--- config.mk ---
export PLATFORM = sky130hd
export DESIGN_NAME = sync_length_crc_frame_receiver
export DESIGN_NICKNAME = d
export VERILOG_FILES = /design/src/rtl/core/slcfr_pkg.sv /design/src/rtl/core/slcfr_front.sv /design/src/rtl/core/slcfr_queue.sv /design/src/rtl/core/slcfr_back.sv /design/src/rtl/core/sync_length_crc_frame_receiver.sv
export VERILOG_INCLUDE_DIRS = /design/src /design/src/rtl/core
export SDC_FILE = /design/constraint.sdc
export NUM_CORES = 1
export LEC_CHECK = 0
export BUFFER_PORTS_ARGS = -buffer_cell sky130_fd_sc_hd__buf_2
export CAP_MARGIN = 25
export CORE_ASPECT_RATIO = 0.75
export CORE_MARGIN = 3
export CORE_UTILIZATION = 35
export CTS_CLUSTER_DIAMETER = 100
export DETAILED_ROUTE_END_ITERATION = 7
export GPL_ROUTABILITY_DRIVEN = 0
export PLACE_DENSITY_LB_ADDON = 0.3
export REMOVE_ABC_BUFFERS = 1
export SYNTH_ARGS = -nofsm -noshare
export SYNTH_HDL_FRONTEND = slang
export SYNTH_SLANG_ARGS = --single-unit
--- constraint.sdc ---
create_clock -name clk -period 19.7 [get_ports clk]
set_input_delay 3.94 -clock clk [delete_from_list [all_inputs] [get_ports clk]]
set_output_delay 3.94 -clock clk [all_outputs]
set_load 0.05 [all_outputs]
--- src/rtl/core/sync_length_crc_frame_receiver_assert.svh ---
`ifndef SYNC_LENGTH_CRC_FRAME_RECEIVER_ASSERT_SVH
`define SYNC_LENGTH_CRC_FRAME_RECEIVER_ASSERT_SVH

// check cons in the same cycle as ante
`define SLCFR_ASSERT_NOW(label, ante, cons, msg) \
  label: assert property (@(posedge clk) disable iff (!rst_n) (ante) |-> (cons)) \
    else $error(msg);

// check cons in the cycle after ante
`define SLCFR_ASSERT_NEXT(label, ante, cons, msg) \
  label: assert property (@(posedge clk) disable iff (!rst_n) (ante) |=> (cons)) \
    else $error(msg);

`endif

--- src/rtl/core/slcfr_pkg.sv ---
package slcfr_pkg;

  localparam logic [1:0] ST_PAYLOAD = 2'd0;
  localparam logic [1:0] ST_EMPTY   = 2'd1;
  localparam logic [1:0] ST_CRC_ERR = 2'd2;
  localparam logic [1:0] ST_RESYNC  = 2'd3;

  localparam logic [1:0] REG_SYNC_FIRST  = 2'd0;
  localparam logic [1:0] REG_SYNC_SECOND = 2'd1;
  localparam logic [1:0] REG_MAX_LENGTH  = 2'd2;

  typedef struct packed {
    logic [7:0] sync_first;
    logic [7:0] sync_second;
    logic [6:0] max_length;
  } slcfr_cfg_t;

  typedef struct packed {
    logic [1:0]  status;
    logic [7:0]  command;
    logic [6:0]  length;
    logic [31:0] frames_ok;
    logic [31:0] crc_errors;
    logic [31:0] resyncs;
  } slcfr_job_t;

  typedef struct packed {
    logic       we;
    logic [6:0] addr;
    logic [7:0] data;
  } slcfr_mem_wr_t;

endpackage

--- src/rtl/core/slcfr_front.sv ---
module slcfr_front #(
  parameter int PAYLOAD_DEPTH = 64
) (
  input  logic                    clk,
  input  logic                    rst_n,
  input  slcfr_pkg::slcfr_cfg_t   cfg,
  input  logic                    in_tvalid,
  output logic                    in_tready,
  input  logic [7:0]              in_byte,
  input  logic                    q_full,
  output logic                    q_push,
  output slcfr_pkg::slcfr_job_t   q_job,
  output slcfr_pkg::slcfr_mem_wr_t mem_wr,
  input  logic                    store_done,
  output logic                    store_busy
);
  import slcfr_pkg::*;

  localparam logic [15:0] CRC_POLY  = 16'h1021;
  localparam logic [15:0] CRC_INIT  = 16'hFFFF;
  localparam logic [6:0]  DEPTH_LEN = 7'(PAYLOAD_DEPTH);

  typedef enum logic [2:0] {
    PH_SYNC_A, PH_SYNC_B, PH_LEN, PH_CMD, PH_DATA, PH_CRC_LO, PH_CRC_HI
  } phase_t;

  function automatic logic [15:0] crc_step(input logic [15:0] c, input logic [7:0] b);
    logic [15:0] x;
    x = c ^ {b, 8'h00};
    for (int k = 0; k < 8; k++) begin
      x = x[15] ? ((x << 1) ^ CRC_POLY) : (x << 1);
    end
    return x;
  endfunction

  phase_t      phase_r, phase_nxt;
  logic [6:0]  len_r, len_nxt;
  logic [7:0]  cmd_r, cmd_nxt;
  logic [6:0]  pos_r, pos_nxt;
  logic [7:0]  lo_r, lo_nxt;
  logic [15:0] crc_r, crc_nxt;
  logic [31:0] ok_r, ok_nxt;
  logic [31:0] err_r, err_nxt;
  logic [31:0] rsy_r, rsy_nxt;
  logic        busy_r, busy_nxt;

  logic        accept;
  logic [6:0]  limit;
  logic [6:0]  pos_inc;
  logic [15:0] crc_upd;

  assign in_tready  = !q_full && !(phase_r == PH_DATA && busy_r);
  assign accept     = in_tvalid && in_tready;
  assign limit      = (cfg.max_length < DEPTH_LEN) ? cfg.max_length : DEPTH_LEN;
  assign pos_inc    = pos_r + 7'd1;
  assign crc_upd    = crc_step((phase_r == PH_LEN) ? CRC_INIT : crc_r, in_byte);
  assign store_busy = busy_r;

  always_comb begin
    phase_nxt = phase_r;
    len_nxt   = len_r;
    cmd_nxt   = cmd_r;
    pos_nxt   = pos_r;
    lo_nxt    = lo_r;
    crc_nxt   = crc_r;
    ok_nxt    = ok_r;
    err_nxt   = err_r;
    rsy_nxt   = rsy_r;
    busy_nxt  = busy_r && !store_done;
    q_push    = 1'b0;
    q_job     = '0;
    mem_wr    = '0;
    if (accept) begin
      unique case (phase_r)
        PH_SYNC_A: begin
          if (in_byte == cfg.sync_first) phase_nxt = PH_SYNC_B;
        end
        PH_SYNC_B: begin
          if (in_byte == cfg.sync_second) phase_nxt = PH_LEN;
          else if (in_byte != cfg.sync_first) phase_nxt = PH_SYNC_A;
        end
        PH_LEN: begin
          if (in_byte > {1'b0, limit}) begin
            rsy_nxt   = rsy_r + 32'd1;
            phase_nxt = PH_SYNC_A;
            q_push    = 1'b1;
            q_job.status = ST_RESYNC;
          end else begin
            len_nxt   = in_byte[6:0];
            pos_nxt   = '0;
            crc_nxt   = crc_upd;
            phase_nxt = PH_CMD;
          end
        end
        PH_CMD: begin
          cmd_nxt   = in_byte;
          crc_nxt   = crc_upd;
          phase_nxt = (len_r == 7'd0) ? PH_CRC_LO : PH_DATA;
        end
        PH_DATA: begin
          mem_wr.we   = 1'b1;
          mem_wr.addr = pos_r;
          mem_wr.data = in_byte;
          crc_nxt     = crc_upd;
          pos_nxt     = pos_inc;
          if (pos_inc >= len_r) phase_nxt = PH_CRC_LO;
        end
        PH_CRC_LO: begin
          lo_nxt    = in_byte;
          phase_nxt = PH_CRC_HI;
        end
        PH_CRC_HI: begin
          q_push        = 1'b1;
          q_job.command = cmd_r;
          q_job.length  = len_r;
          if ({in_byte, lo_r} == crc_r) begin
            ok_nxt = ok_r + 32'd1;
            if (len_r == 7'd0) begin
              q_job.status = ST_EMPTY;
            end else begin
              q_job.status = ST_PAYLOAD;
              busy_nxt     = 1'b1;
            end
          end else begin
            err_nxt      = err_r + 32'd1;
            q_job.status = ST_CRC_ERR;
          end
          phase_nxt = PH_SYNC_A;
        end
        default: phase_nxt = PH_SYNC_A;
      endcase
    end
    if (q_job.status == ST_RESYNC) begin
      q_job.command = '0;
      q_job.length  = '0;
    end
    q_job.frames_ok  = ok_nxt;
    q_job.crc_errors = err_nxt;
    q_job.resyncs    = rsy_nxt;
  end

  always_ff @(posedge clk) begin
    if (!rst_n) begin
      phase_r <= PH_SYNC_A;
      len_r   <= '0;
      cmd_r   <= '0;
      pos_r   <= '0;
      lo_r    <= '0;
      crc_r   <= '0;
      ok_r    <= '0;
      err_r   <= '0;
      rsy_r   <= '0;
      busy_r  <= 1'b0;
    end else begin
      phase_r <= phase_nxt;
      len_r   <= len_nxt;
      cmd_r   <= cmd_nxt;
      pos_r   <= pos_nxt;
      lo_r    <= lo_nxt;
      crc_r   <= crc_nxt;
      ok_r    <= ok_nxt;
      err_r   <= err_nxt;
      rsy_r   <= rsy_nxt;
      busy_r  <= busy_nxt;
    end
  end

endmodule

--- src/rtl/core/slcfr_queue.sv ---
module slcfr_queue (
  input  logic                  clk,
  input  logic                  rst_n,
  input  logic                  push,
  input  slcfr_pkg::slcfr_job_t push_job,
  input  logic                  pop,
  output slcfr_pkg::slcfr_job_t head_job,
  output logic                  full,
  output logic                  empty
);
  import slcfr_pkg::*;

  slcfr_job_t entry_r [2];
  logic       wr_ptr_r, wr_ptr_nxt;
  logic       rd_ptr_r, rd_ptr_nxt;
  logic [1:0] cnt_r, cnt_nxt;

  assign full     = (cnt_r == 2'd2);
  assign empty    = (cnt_r == 2'd0);
  assign head_job = entry_r[rd_ptr_r];

  always_comb begin
    wr_ptr_nxt = wr_ptr_r ^ push;
    rd_ptr_nxt = rd_ptr_r ^ pop;
    cnt_nxt    = cnt_r + {1'b0, push} - {1'b0, pop};
  end

  always_ff @(posedge clk) begin
    if (push) entry_r[wr_ptr_r] <= push_job;
  end

  always_ff @(posedge clk) begin
    if (!rst_n) begin
      wr_ptr_r <= 1'b0;
      rd_ptr_r <= 1'b0;
      cnt_r    <= '0;
    end else begin
      wr_ptr_r <= wr_ptr_nxt;
      rd_ptr_r <= rd_ptr_nxt;
      cnt_r    <= cnt_nxt;
    end
  end

endmodule

--- src/rtl/core/slcfr_back.sv ---
module slcfr_back #(
  parameter int PAYLOAD_DEPTH = 64
) (
  input  logic                     clk,
  input  logic                     rst_n,
  input  slcfr_pkg::slcfr_mem_wr_t mem_wr,
  input  slcfr_pkg::slcfr_job_t    head_job,
  input  logic                     q_empty,
  output logic                     q_pop,
  output logic                     store_done,
  output logic                     out_tvalid,
  input  logic                     out_tready,
  output logic [1:0]               out_status,
  output logic [7:0]               out_command,
  output logic [6:0]               out_length,
  output logic [5:0]               out_index,
  output logic [7:0]               out_payload,
  output logic                     out_last,
  output logic [31:0]              out_frames_ok,
  output logic [31:0]              out_crc_errors,
  output logic [31:0]              out_resyncs
);
  import slcfr_pkg::*;

  localparam int AW = (PAYLOAD_DEPTH > 1) ? $clog2(PAYLOAD_DEPTH) : 1;

  typedef enum logic [1:0] {S_IDLE, S_FETCH, S_LOAD} state_t;

  logic [7:0] mem [PAYLOAD_DEPTH];
  logic [7:0] rd_q;

  state_t      state_r, state_nxt;
  slcfr_job_t  job_r, job_nxt;
  logic [6:0]  pos_r, pos_nxt;
  logic        vld_r, vld_nxt;
  logic [1:0]  st_r, st_nxt;
  logic [7:0]  cmd_r, cmd_nxt;
  logic [6:0]  len_r, len_nxt;
  logic [5:0]  idx_r, idx_nxt;
  logic [7:0]  pay_r, pay_nxt;
  logic        last_r, last_nxt;
  logic [31:0] ok_r, ok_nxt;
  logic [31:0] err_r, err_nxt;
  logic [31:0] rsy_r, rsy_nxt;

  logic       out_free;
  logic [6:0] pos_inc;
  logic       at_last;

  always_ff @(posedge clk) begin
    if (mem_wr.we) mem[mem_wr.addr[AW-1:0]] <= mem_wr.data;
    rd_q <= mem[pos_r[AW-1:0]];
  end

  assign out_free = !vld_r || out_tready;
  assign pos_inc  = pos_r + 7'd1;
  assign at_last  = (pos_inc == job_r.length);

  always_comb begin
    state_nxt  = state_r;
    job_nxt    = job_r;
    pos_nxt    = pos_r;
    vld_nxt    = vld_r && !out_tready;
    st_nxt     = st_r;
    cmd_nxt    = cmd_r;
    len_nxt    = len_r;
    idx_nxt    = idx_r;
    pay_nxt    = pay_r;
    last_nxt   = last_r;
    ok_nxt     = ok_r;
    err_nxt    = err_r;
    rsy_nxt    = rsy_r;
    q_pop      = 1'b0;
    store_done = 1'b0;
    unique case (state_r)
      S_IDLE: begin
        if (!q_empty && out_free) begin
          q_pop = 1'b1;
          if (head_job.status == ST_PAYLOAD) begin
            job_nxt   = head_job;
            pos_nxt   = '0;
            state_nxt = S_FETCH;
          end else begin
            vld_nxt  = 1'b1;
            st_nxt   = head_job.status;
            cmd_nxt  = head_job.command;
            len_nxt  = head_job.length;
            idx_nxt  = '0;
            pay_nxt  = '0;
            last_nxt = 1'b1;
            ok_nxt   = head_job.frames_ok;
            err_nxt  = head_job.crc_errors;
            rsy_nxt  = head_job.resyncs;
          end
        end
      end
      S_FETCH: state_nxt = S_LOAD;
      S_LOAD: begin
        if (out_free) begin
          vld_nxt  = 1'b1;
          st_nxt   = ST_PAYLOAD;
          cmd_nxt  = job_r.command;
          len_nxt  = job_r.length;
          idx_nxt  = pos_r[5:0];
          pay_nxt  = rd_q;
          last_nxt = at_last;
          ok_nxt   = job_r.frames_ok;
          err_nxt  = job_r.crc_errors;
          rsy_nxt  = job_r.resyncs;
          pos_nxt  = pos_inc;
          if (at_last) begin
            store_done = 1'b1;
            state_nxt  = S_IDLE;
          end else begin
            state_nxt = S_FETCH;
          end
        end
      end
      default: state_nxt = S_IDLE;
    endcase
  end

  always_ff @(posedge clk) begin
    if (!rst_n) begin
      state_r <= S_IDLE;
      vld_r   <= 1'b0;
    end else begin
      state_r <= state_nxt;
      vld_r   <= vld_nxt;
    end
    job_r  <= job_nxt;
    pos_r  <= pos_nxt;
    st_r   <= st_nxt;
    cmd_r  <= cmd_nxt;
    len_r  <= len_nxt;
    idx_r  <= idx_nxt;
    pay_r  <= pay_nxt;
    last_r <= last_nxt;
    ok_r   <= ok_nxt;
    err_r  <= err_nxt;
    rsy_r  <= rsy_nxt;
  end

  assign out_tvalid     = vld_r;
  assign out_status     = st_r;
  assign out_command    = cmd_r;
  assign out_length     = len_r;
  assign out_index      = idx_r;
  assign out_payload    = pay_r;
  assign out_last       = last_r;
  assign out_frames_ok  = ok_r;
  assign out_crc_errors = err_r;
  assign out_resyncs    = rsy_r;

endmodule

--- src/rtl/core/sync_length_crc_frame_receiver.sv ---
// Result path: a byte that trips the length limit, fails the CRC or closes an empty frame raises
// out_tvalid once its job has passed the job queue and the output register; a good payload frame
// is read out of the store one payload byte per result, each through a fetch and a load state.
// Throughput: one byte per cycle while parsing; input stalls while the two-entry job queue
// is full, and a payload byte of the next frame waits until the back end has read out the store.
// Reset (rst_n low, synchronous): parser to sync hunt, counters and queue cleared,
// registers back to 0xA5, 0x5A and 64; the payload store is not cleared.
`include "sync_length_crc_frame_receiver_assert.svh"

module sync_length_crc_frame_receiver #(
  parameter int PAYLOAD_DEPTH = 64
) (
  input  logic         clk,
  input  logic         rst_n,
  input  logic         cfg_we,
  input  logic [1:0]   cfg_addr,
  input  logic [7:0]   cfg_wdata,
  input  logic         in_tvalid,
  output logic         in_tready,
  input  logic [7:0]   in_tdata,   // [7:0] data_byte
  output logic         out_tvalid,
  input  logic         out_tready,
  // [7:0] command, [14:8] length, [20:15] index, [28:21] payload,
  // [60:29] frames_ok_count, [92:61] crc_error_count, [124:93] resync_count, [127:125] zero
  output logic [127:0] out_tdata,
  output logic [1:0]   out_tuser,  // [1:0] status
  output logic         out_tlast
);
  import slcfr_pkg::*;

  slcfr_cfg_t    cfg_r;
  slcfr_job_t    push_job, head_job;
  slcfr_mem_wr_t mem_wr;
  logic          q_push, q_pop, q_full, q_empty;
  logic          store_done, store_busy;
  logic [7:0]    o_command;
  logic [6:0]    o_length;
  logic [5:0]    o_index;
  logic [7:0]    o_payload;
  logic [31:0]   o_ok, o_err, o_rsy;

  always_ff @(posedge clk) begin
    if (!rst_n) begin
      cfg_r.sync_first  <= 8'hA5;
      cfg_r.sync_second <= 8'h5A;
      cfg_r.max_length  <= 7'd64;
    end else if (cfg_we) begin
      unique case (cfg_addr)
        REG_SYNC_FIRST:  cfg_r.sync_first  <= cfg_wdata;
        REG_SYNC_SECOND: cfg_r.sync_second <= cfg_wdata;
        REG_MAX_LENGTH:  cfg_r.max_length  <= cfg_wdata[6:0];
        default: ;
      endcase
    end
  end

  slcfr_front #(.PAYLOAD_DEPTH(PAYLOAD_DEPTH)) u_front (
    .clk        (clk),
    .rst_n      (rst_n),
    .cfg        (cfg_r),
    .in_tvalid  (in_tvalid),
    .in_tready  (in_tready),
    .in_byte    (in_tdata),
    .q_full     (q_full),
    .q_push     (q_push),
    .q_job      (push_job),
    .mem_wr     (mem_wr),
    .store_done (store_done),
    .store_busy (store_busy)
  );

  slcfr_queue u_queue (
    .clk      (clk),
    .rst_n    (rst_n),
    .push     (q_push),
    .push_job (push_job),
    .pop      (q_pop),
    .head_job (head_job),
    .full     (q_full),
    .empty    (q_empty)
  );

  slcfr_back #(.PAYLOAD_DEPTH(PAYLOAD_DEPTH)) u_back (
    .clk            (clk),
    .rst_n          (rst_n),
    .mem_wr         (mem_wr),
    .head_job       (head_job),
    .q_empty        (q_empty),
    .q_pop          (q_pop),
    .store_done     (store_done),
    .out_tvalid     (out_tvalid),
    .out_tready     (out_tready),
    .out_status     (out_tuser),
    .out_command    (o_command),
    .out_length     (o_length),
    .out_index      (o_index),
    .out_payload    (o_payload),
    .out_last       (out_tlast),
    .out_frames_ok  (o_ok),
    .out_crc_errors (o_err),
    .out_resyncs    (o_rsy)
  );

  assign out_tdata = {3'b000, o_rsy, o_err, o_ok, o_payload, o_index, o_length, o_command};

  `SLCFR_ASSERT_NOW(a_push_not_full, q_push, !q_full, "job pushed into full queue")
  `SLCFR_ASSERT_NOW(a_pop_not_empty, q_pop, !q_empty, "job popped from empty queue")
  `SLCFR_ASSERT_NOW(a_done_when_busy, store_done, store_busy, "read-out done without payload job")
  `SLCFR_ASSERT_NEXT(a_busy_blocks_write, store_busy && !store_done, !mem_wr.we,
    "payload store written during read-out")

endmodule
### After elaboration in Yosys (flattened, before gate mapping)

Memories as Yosys holds them, arrays and structs flattened. A register that Yosys moved wholly into a read port is not among the register bits.
Index checks and enable logic that the tools add are counted.

* output and inout bits: 133
* memories: 2
* bits in writable memories: 738
* flip-flop bits (word level): 422
* input bits: 23

* mux-type cells: 105
* reduce and logical (&&, ||, !) cells: 36
* bitwise logic cells: 12
* magnitude comparators: 3
* equality and inequality tests: 25
* $add $sub $neg: 7

Memory list
* u_back.mem: words 64, width 8, read ports 1, clocked after memory_dff 1, wr ports 1, line slcfr_back.sv:29 `logic [7:0] mem [PAYLOAD_DEPTH];`
* u_queue.entry_r: words 2, width 113, read ports 1, clocked after memory_dff 1, wr ports 1, line slcfr_queue.sv:13 `slcfr_job_t entry_r [2];`

Operator list (count)
* 32-bit two-way mux: 18
* 32-bit one-hot mux with 2 select lines: 3
* 13-bit two-way mux: 8
* 32-bit by 1-bit adder with 32-bit output, second input constant: 3
* 16-bit two-way mux: 4
* 7-bit two-way mux: 8
* 8-bit two-way mux: 6
* 7-bit one-hot mux with 2 select lines: 3
* 16-bit one-hot mux with 2 select lines: 1
* 8-bit one-hot mux with 2 select lines: 2
* 15-bit two-way mux: 2
* 1-bit two-way mux: 25
* 3-bit inverter: 8
* 2-bit two-way mux: 9
* 6-bit two-way mux: 3
* 3-bit one-hot mux with 6 select lines: 1
* 17-bit two-way mux: 1
* 16-bit equality test: 1
* 8-bit equality test: 2
* 16-bit bitwise XOR: 1
* 3-bit AND reduction: 5
* 7-bit by 1-bit adder with 7-bit output, second input constant: 2
* 3-bit two-way mux: 4
* 6-bit one-hot mux with 2 select lines: 1
* 30 further kinds: 67

### Logic depth before layout (Yosys ltp)

Gate-level depths: netlist of the first run.

* word-level depth: 21
* depth in mapped cells: 12

### Hierarchy

From an unflattened synthesis of the first run, not the netlist that was laid out.

* cell total of the unflattened synthesis: 3097
* area total of the unflattened synthesis: 47560.6 um2

By module, submodules not included
* slcfr_back: cells an instance 1600, times used 1, area each 29356.9 um2, seq. area each 22982.0 um2
* slcfr_queue: cells an instance 373, times used 1, area each 8680.8 um2, seq. area each 6886.6 um2
* slcfr_front: cells an instance 1024, times used 1, area each 8538.2 um2, seq. area each 2922.8 um2
* sync_length_crc_frame_receiver: cells an instance 100, times used 1, area each 984.7 um2, seq. area each 460.4 um2

### Worst setup path after synthesis of the first run

Ideal clock, no wire load.

* kind: in2reg
* from: input out_tready
* to: register u_back.job_r[0] (netlist bit) (enable)
* library setup time: 0.854 ns
* stages: 3
* path buffers: 1
* arrival time: 14.610 ns
* data required time: 18.846 ns
* slack: 4.236 ns
* cell sequence: nor2b_1 -> clkbuf_1 -> nor4_1

* cells in the longest elaborated chain, start to end: 3

Ends and longest elaborated chain
* start: declaration: line sync_length_crc_frame_receiver.sv:22 `input logic out_tready,`
* 1-bit logical OR: line slcfr_back.sv:55 `assign out_free = !vld_r || out_tready;`
* 1-bit logical AND: line slcfr_back.sv:77 `if (!q_empty && out_free) begin`
* 3-bit AND reduction (no source line)
* end signal: assignment: line slcfr_back.sv:131 `job_r <= job_nxt;`
* end: declaration: line slcfr_back.sv:33 `slcfr_job_t job_r, job_nxt;`

Every way passes these cells.
A chain may end at the register's enable or synchronous reset.

### Worst setup path in the final report of the first run

* from: input in_tdata[0]
* to: memory u_queue.entry_r[0][50] (netlist bit) (enable)

* cells in the longest elaborated chain, start to end: 6

Ends and longest elaborated chain
* start: declaration: line sync_length_crc_frame_receiver.sv:20 `input logic [7:0] in_tdata,`
* 8-bit by 7-bit greater-than comparator with 1-bit output: line slcfr_front.sv:83 `if (in_byte > {1'b0, limit}) begin`
* 1-bit two-way mux: line slcfr_front.sv:83
* 1-bit one-hot mux with 2 select lines: line slcfr_front.sv:74 `unique case (phase_r)`
* 1-bit two-way mux: line slcfr_front.sv:73 `if (accept) begin`
* 1-bit two-way mux: line slcfr_queue.sv:29 `if (push) entry_r[wr_ptr_r] <= push_job;`
* 1-bit two-way mux (implied by the code): line slcfr_queue.sv:29
* end: declaration: line slcfr_queue.sv:13

Every way passes these cells.

==> results.cfg, run 1 <==
[final_layout]
syn_to_final_growth_pct = 14.07
drive_above_1_share_pct = 21.07
filler_cell_count = 11906
nets = 3195

[setup_path]
required_ps = 20080
r2r-start = u_front.phase_r[2]$_SDFFE_PN0P_
critPathSlowestCell = ha_4
reg2reg_depth = 5
cp.arrival_ps = 7330
path_buf_inv = 4
cp_common_cell = a21oi_1
worstSetupStartpointType = primary input
worstSetupPathType = in -> reg
critPathCaptureType = flop
crit_fanout = 60
cp_top_family = buffers and inverters
cp_cell_sequence = buf_2, inv_1, ha_1, nand4_1, nor2_1, a21oi_1, a21oi_1, nor3_1, ha_4, buf_4, buf_16
max_stage_delay_ps = 700
r2r_end = u_back.mem[37][5]$_DFFE_PP_
rrSetupSlack_ps = 14990

[status]
status = finished clean

[clock_network]
cts.sinks = 1169
cts_root_buf = clkbuf_16
clk_pin_slew_ps = 60
cts_resized = 0
h-tree-depth = 3
cts_buffers = 112
cts_tree = yes
insertion_delay_ps = 720
post_cts_buffers = 0
clockBufferDepth = 3
hold_buffers = 0

[detailed_routing]
drtIter0Drc = 2144
drt_pre_antenna_iters = 5
post_drt_wl_per_cell_um = 21.01
totalWireLength_mm = 105.1
dr_total_vias = 24995
postRouteAntennaNets = 0
vias_per_cell = 4.996
drc_errors = 0

[floorplanning]
die-area_sq_um = 138100
ios = 156
core.rowCount = 115
core-area_sq_um = 131900
initial_core_util_pct = 35.44
die-width_um = 428.1
die_y_um = 322.6

[global_routing]
met3_usage_pct = 2.954
antenna_found_initial = 2
grt_pass1_vias = 24482
grt_first_pass_wirelength_mm = 157.7
busiest_layer = met1
grt_max_degree = 87
met1_usage_pct = 22.45
grt_overflow = 0
met2_usage_pct = 22.21
grt.total_usage_pct = 14.96

[pwr]
p_leak_uw = 0.01769
peakVddDrop_mv = 0.09140
power_density_nw_per_um2 = 111.6

[timing]
relSlewSlack_pct = 31.15
tns_ps = 0
slew_viol_final = 0
setup_violations = 0
timing.fmax_ghz = 0.1439
hold_slack_ps = 478.1
fin_crit_ps = 6949
worst_clock_skew_ps = 59.49
worstMarginPinSlew_ps = 1029
fin_crit_sh_pct = 35.27
hold_viol = 0
grt_setup_unrepaired = no

[job]
drv_cap = 0

[hold_path]
hold_path_startpoint = u_front.pos_r[6]$_SDFFE_PN0P_
min_to = u_front.pos_r[6]$_SDFFE_PN0P_
whs_path_depth = 2
hp-class = reg -> reg

[logic_synthesis]
ys_warn_count = 0
syn_area_sq_um = 46760
netlist.top_cell.by_area = edfxtp_1
yosys-top-cells-area = edfxtp_1, dfxtp_1, mux4_2
ys_types = 62
synth_edf_count = 984
synth_top_area_share_pct = 63.19
synth_area_per_cell_sq_um = 15.62
seq_area_frac_synth_pct = 71.11
syn_inst = 2994
yosysMostFrequentCell = edfxtp_1
ys_async_sr_fraction_pct = 0
synthFlopType = edfxtp_1
ys_ff_latch = 1169
synthTopCellsByCount = edfxtp_1, nor2_1, dfxtp_1

[placement]
dp_hpwl_mm = 65.44
numPortBuffers = 152
-- per-stage QoR --
stage,utilization [%],instances,worst slack (ps),total power [uW],area (sq um)
final,40.43,5003,12750,5953,53340
after global routing,40.42,5002,12540,6183,53340
after CTS,40.31,4996,12470,6024,53190
after detailed placement,37.51,4784,11720,3862,49490
after global placement,37.48,4782,11820,3853,49460
after floorplan,-,2835,4346,3600,46120
-- routing by layer --
layer,share of wire (%),up-vias
li1,-,11525
met1,48,12647
met4,2.3,2
met2,44,679
met5,0.012,-
met3,5.9,142
-- registers in the layout, summed over array words and instances, names as in the netlist, 3 cells and up, named ones only --
name,cells
u_back.pos_r,7
u_front.ok_r,32
u_front.lo_r,8
u_back.out_resyncs,32
u_front.crc_r,16
u_front.rsy_r,32
u_front.len_r,7
u_front.err_r,32
u_back.rd_q,8
cfg_r,23
u_back.out_index,6
u_back.mem,512
u_back.out_payload,8
u_back.job_r,111
u_back.out_frames_ok,32
u_back.out_crc_errors,32
u_front.phase_r,3
u_front.cmd_r,8
u_back.out_length,7
u_queue.entry_r,226
u_back.out_command,8
u_front.pos_r,7
-- worst max-delay path by stage --
stage | from | to | slack [ps] | depth (start not counted)
floorplan | out_tready | u_back.job_r[0]$_DFFE_PP_ | 4350 | 2
global placement | in_tdata[0] | u_queue.entry_r[1][82]$_DFFE_PP_ | 11820 | 10
detailed placement | in_tdata[0] | u_queue.entry_r[1][79]$_DFFE_PP_ | 11720 | 10
CTS | in_tdata[0] | u_queue.entry_r[1][71]$_DFFE_PP_ | 12470 | 10
global route | in_tdata[0] | u_queue.entry_r[1][71]$_DFFE_PP_ | 12540 | 11
finish | in_tdata[0] | u_queue.entry_r[0][50]$_DFFE_PP_ | 12750 | 11
-- layout by cell type, fill, tap and decap left out, types with 19 or more instances in the layout --
cell type  instances
a21oi_1           52
and2_1           109
and3_1            21
buf_2            151
buf_4             43
clkbuf_1          28
clkbuf_16        115
clkinv_2          19
dfxtp_1          184
edfxtp_1         984
ha_1              21
inv_1             24
mux2_2           114
mux2i_1           50
mux4_2           160
nand2_1           97
nand3_1           72
nand4_1           47
nor2_1           500
nor3_1            24
nor4_1            52
xnor2_1           74
xor2_1            82
-- logic make-up (layout without fill, tap and decap cells) --
logic type / Yosys count / after routing / synth area share, %
mux: 324 / 324 / 11.52
buf+inv: 186 / 437 / 1.600
compound gates: 124 / 124 / 1.702
flops: 1169 / 1169 / 71.11
xor+xnor: 161 / 161 / 3.171
fa+ha+maj: 23 / 23 / 0.6154
simple gates: 1006 / 1006 / 10.27
other cells: 1 / 4 / 0.008019
-- final cells by class --
type	instances	area [sq um]	share of cell area, %
Antenna cell	1	2.502	0.004691
Clock buffer	156	3127	5.862
Clock inverter	56	574.3	1.077
Inverter	25	93.84	0.1759
Multi-Input combinational cell	1641	12850	24.09
Sequential cell	1169	33260	62.35
Tap cell	1755	2196	4.117
Timing Repair Buffer	200	1244	2.332
-- report_power, final --
part / switching [uW] / internal [uW] / total, uW
clock: 933 / 1220 / 2150
combinational: 620 / 270 / 890
sequential: 62.2 / 2850 / 2910
total: 1620 / 4340 / 5950
-- tightest hold or removal path, delay by kind of cell, from the launching register on --
kind	cells	cell delay, ps
DFF	1	320
AOI/OAI and AO/OA	1	50
and+or+nand+nor	1	60
Note: power is estimated with default switching activity, not from simulation.
==> run 2: changes to the inputs <==
clock period = 7.2 ns   (was 19.7 ns; I/O delays follow)
==> run 2 against run 1 <==
Sequential cell count is the same. Cell count down 0.14%. Die area did not move. First-iteration DRC count decreased by 2.9%. Clock skew fell by 28 ps. Global-route usage shrank 0.085 points. Register-to-register slack worse by 12000 ps. Count of clock-buffer cells in the layout down 2. Largest power group unchanged. Highest routed layer is now met4.
==> results.cfg, run 2 (synthesized netlist as in run 1, its figures left out) <==
[floorplanning]
die-width_um = 428.1
ios = 156
die-area_sq_um = 138100
core-area_sq_um = 131900
core.rowCount = 115
initial_core_util_pct = 35.44
die_y_um = 322.6

[detailed_routing]
drt_pre_antenna_iters = 5
dr_total_vias = 25056
drtIter0Drc = 2082
post_drt_wl_per_cell_um = 20.95
vias_per_cell = 5.015
postRouteAntennaNets = 0
drc_errors = 0
totalWireLength_mm = 104.7

[placement]
dp_hpwl_mm = 64.79
numPortBuffers = 152
post-place-ws_ps = 2029

[timing]
worstMarginPinSlew_ps = 1092
worst_slack_ps = 2723
slew_viol_final = 0
worst_clock_skew_ps = 31.75
grt_setup_unrepaired = no
hold_slack_ps = 477.2
timing.fmax_ghz = 0.2234
relSlewSlack_pct = 27.01
fin_crit_ps = 4477
setup_violations = 0
fin_crit_sh_pct = 62.18
hold_viol = 0

[clock_network]
hold_buffers = 0
cts_root_buf = clkbuf_16
insertion_delay_ps = 720
clockBufferDepth = 3
clk_pin_slew_ps = 60
cts_tree = yes
cts.sinks = 1169
h-tree-depth = 3
cts_resized = 0
cts_buffers = 112
post_cts_buffers = 0

[global_routing]
grt.total_usage_pct = 14.88
antenna_found_initial = 2
grt_max_degree = 110
grt_first_pass_wirelength_mm = 157.8
busiest_layer = met1
met1_usage_pct = 22.60
grt_pass1_vias = 24363
met3_usage_pct = 2.797
met2_usage_pct = 22.01
grt_overflow = 0

[final_layout]
filler_cell_count = 11931
largest_register_ffs = 512
syn_to_final_growth_pct = 14.11
final_cell_mix = edfxtp_1, nor2_1, dfxtp_1
ff_latch_area_sq_um = 33260
multi_input_area_sq_um = 12850
drive_above_1_share_pct = 20.83
nets = 3188
final_common_cell = edfxtp_1

[pwr]
p_leak_uw = 0.01767
peakVddDrop_mv = 0.1892
power_density_nw_per_um2 = 306.0

[setup_path]
required_ps = 7520
rrSetupSlack_ps = 2720
crit_fanout = 15
r2r-start = u_front.phase_r[2]$_SDFFE_PN0P_
critPathCaptureType = flop
r2r_end = u_back.mem[61][5]$_DFFE_PP_
reg2reg_depth = 5
worstSetupPathType = reg -> reg
cp.arrival_ps = 4790
worstSetupStartpointType = flop

[status]
status = finished clean

[job]
drv_cap = 0

[hold_path]
min_to = u_front.len_r[2]$_SDFFE_PN0P_
whs_path_depth = 2
hp-class = reg -> reg
hold_path_startpoint = u_front.len_r[2]$_SDFFE_PN0P_
[run 2: cell count changes in the layout (fill, tap and decap cells not counted), sizes merged]
| cell | change |
|---|---|
| clkinvlp | -7 |
| clkbuf | -2 |
| clkinv | +6 |
| buf | -7 |
| bufinv | +3 |
[run 2: cell type report]
| class | count | share of cell area [%] |
|---|---|---|
| Sequential cell | 1169 | 62.32 |
| Multi-Input combinational cell | 1641 | 24.08 |
| Clock buffer | 154 | 5.829 |
| Tap cell | 1755 | 4.115 |
| Timing Repair Buffer | 193 | 2.223 |
| Clock inverter | 58 | 1.252 |
| Inverter | 25 | 0.1759 |
| Antenna cell | 1 | 0.004690 |
[run 2: worst max-delay path by stage]
stage	start	end	slack, ps	cells past startpoint
2_1_floorplan	flop	u_back.job_r[0]$_DFFE_PP_	-7390	2
3_3_place_gp	in_tdata[0]	u_queue.entry_r[0][58]$_DFFE_PP_	2130	10
3_5_place_dp	in_tdata[0]	u_queue.entry_r[0][56]$_DFFE_PP_	2030	10
4_1_cts	u_front.phase_r[2]$_SDFFE_PN0P_	u_back.mem[61][5]$_DFFE_PP_	2640	5
5_1_grt	u_front.phase_r[2]$_SDFFE_PN0P_	u_back.mem[53][5]$_DFFE_PP_	2370	5
6_report	u_front.phase_r[2]$_SDFFE_PN0P_	u_back.mem[61][5]$_DFFE_PP_	2720	5
[run 2: per-layer routing]
layer	vias up	share of wire, %
met3	134	5.4
met5	-	0
met1	12716	48
met4	0	2.0
met2	671	44
li1	11535	-
[run 2: worst max-delay path, stage by stage, from the launching register on]
cell and delay [ps]:
dfxtp_1 650, nor3b_2 780, nand4_1 720, nor2_1 430
nand3_1 620, nor2_1 870
[run 2: where the power goes]
group,switching (uW),leakage (uW),internal [uW],total [uW]
clock,2560,0.00185,3430,5990
sequential,151,0.0101,7790,7940
combinational,1680,0.00568,716,2400
total,4390,0.0177,11900,16300
[run 2: stage by stage]
stage | utilization [%] | area (sq um) | power [uW] | setup TNS [ps] | instances
5_1_grt | 40.44 | 53360 | 16960 | 0 | 4995
2_1_floorplan | - | 46120 | 9797 | -1527440 | 2835
3_3_place_gp | 37.51 | 49490 | 10510 | 0 | 4778
4_1_cts | 40.42 | 53330 | 16540 | 0 | 4993
3_5_place_dp | 37.56 | 49550 | 10540 | 0 | 4781
6_report | 40.44 | 53360 | 16330 | 0 | 4996
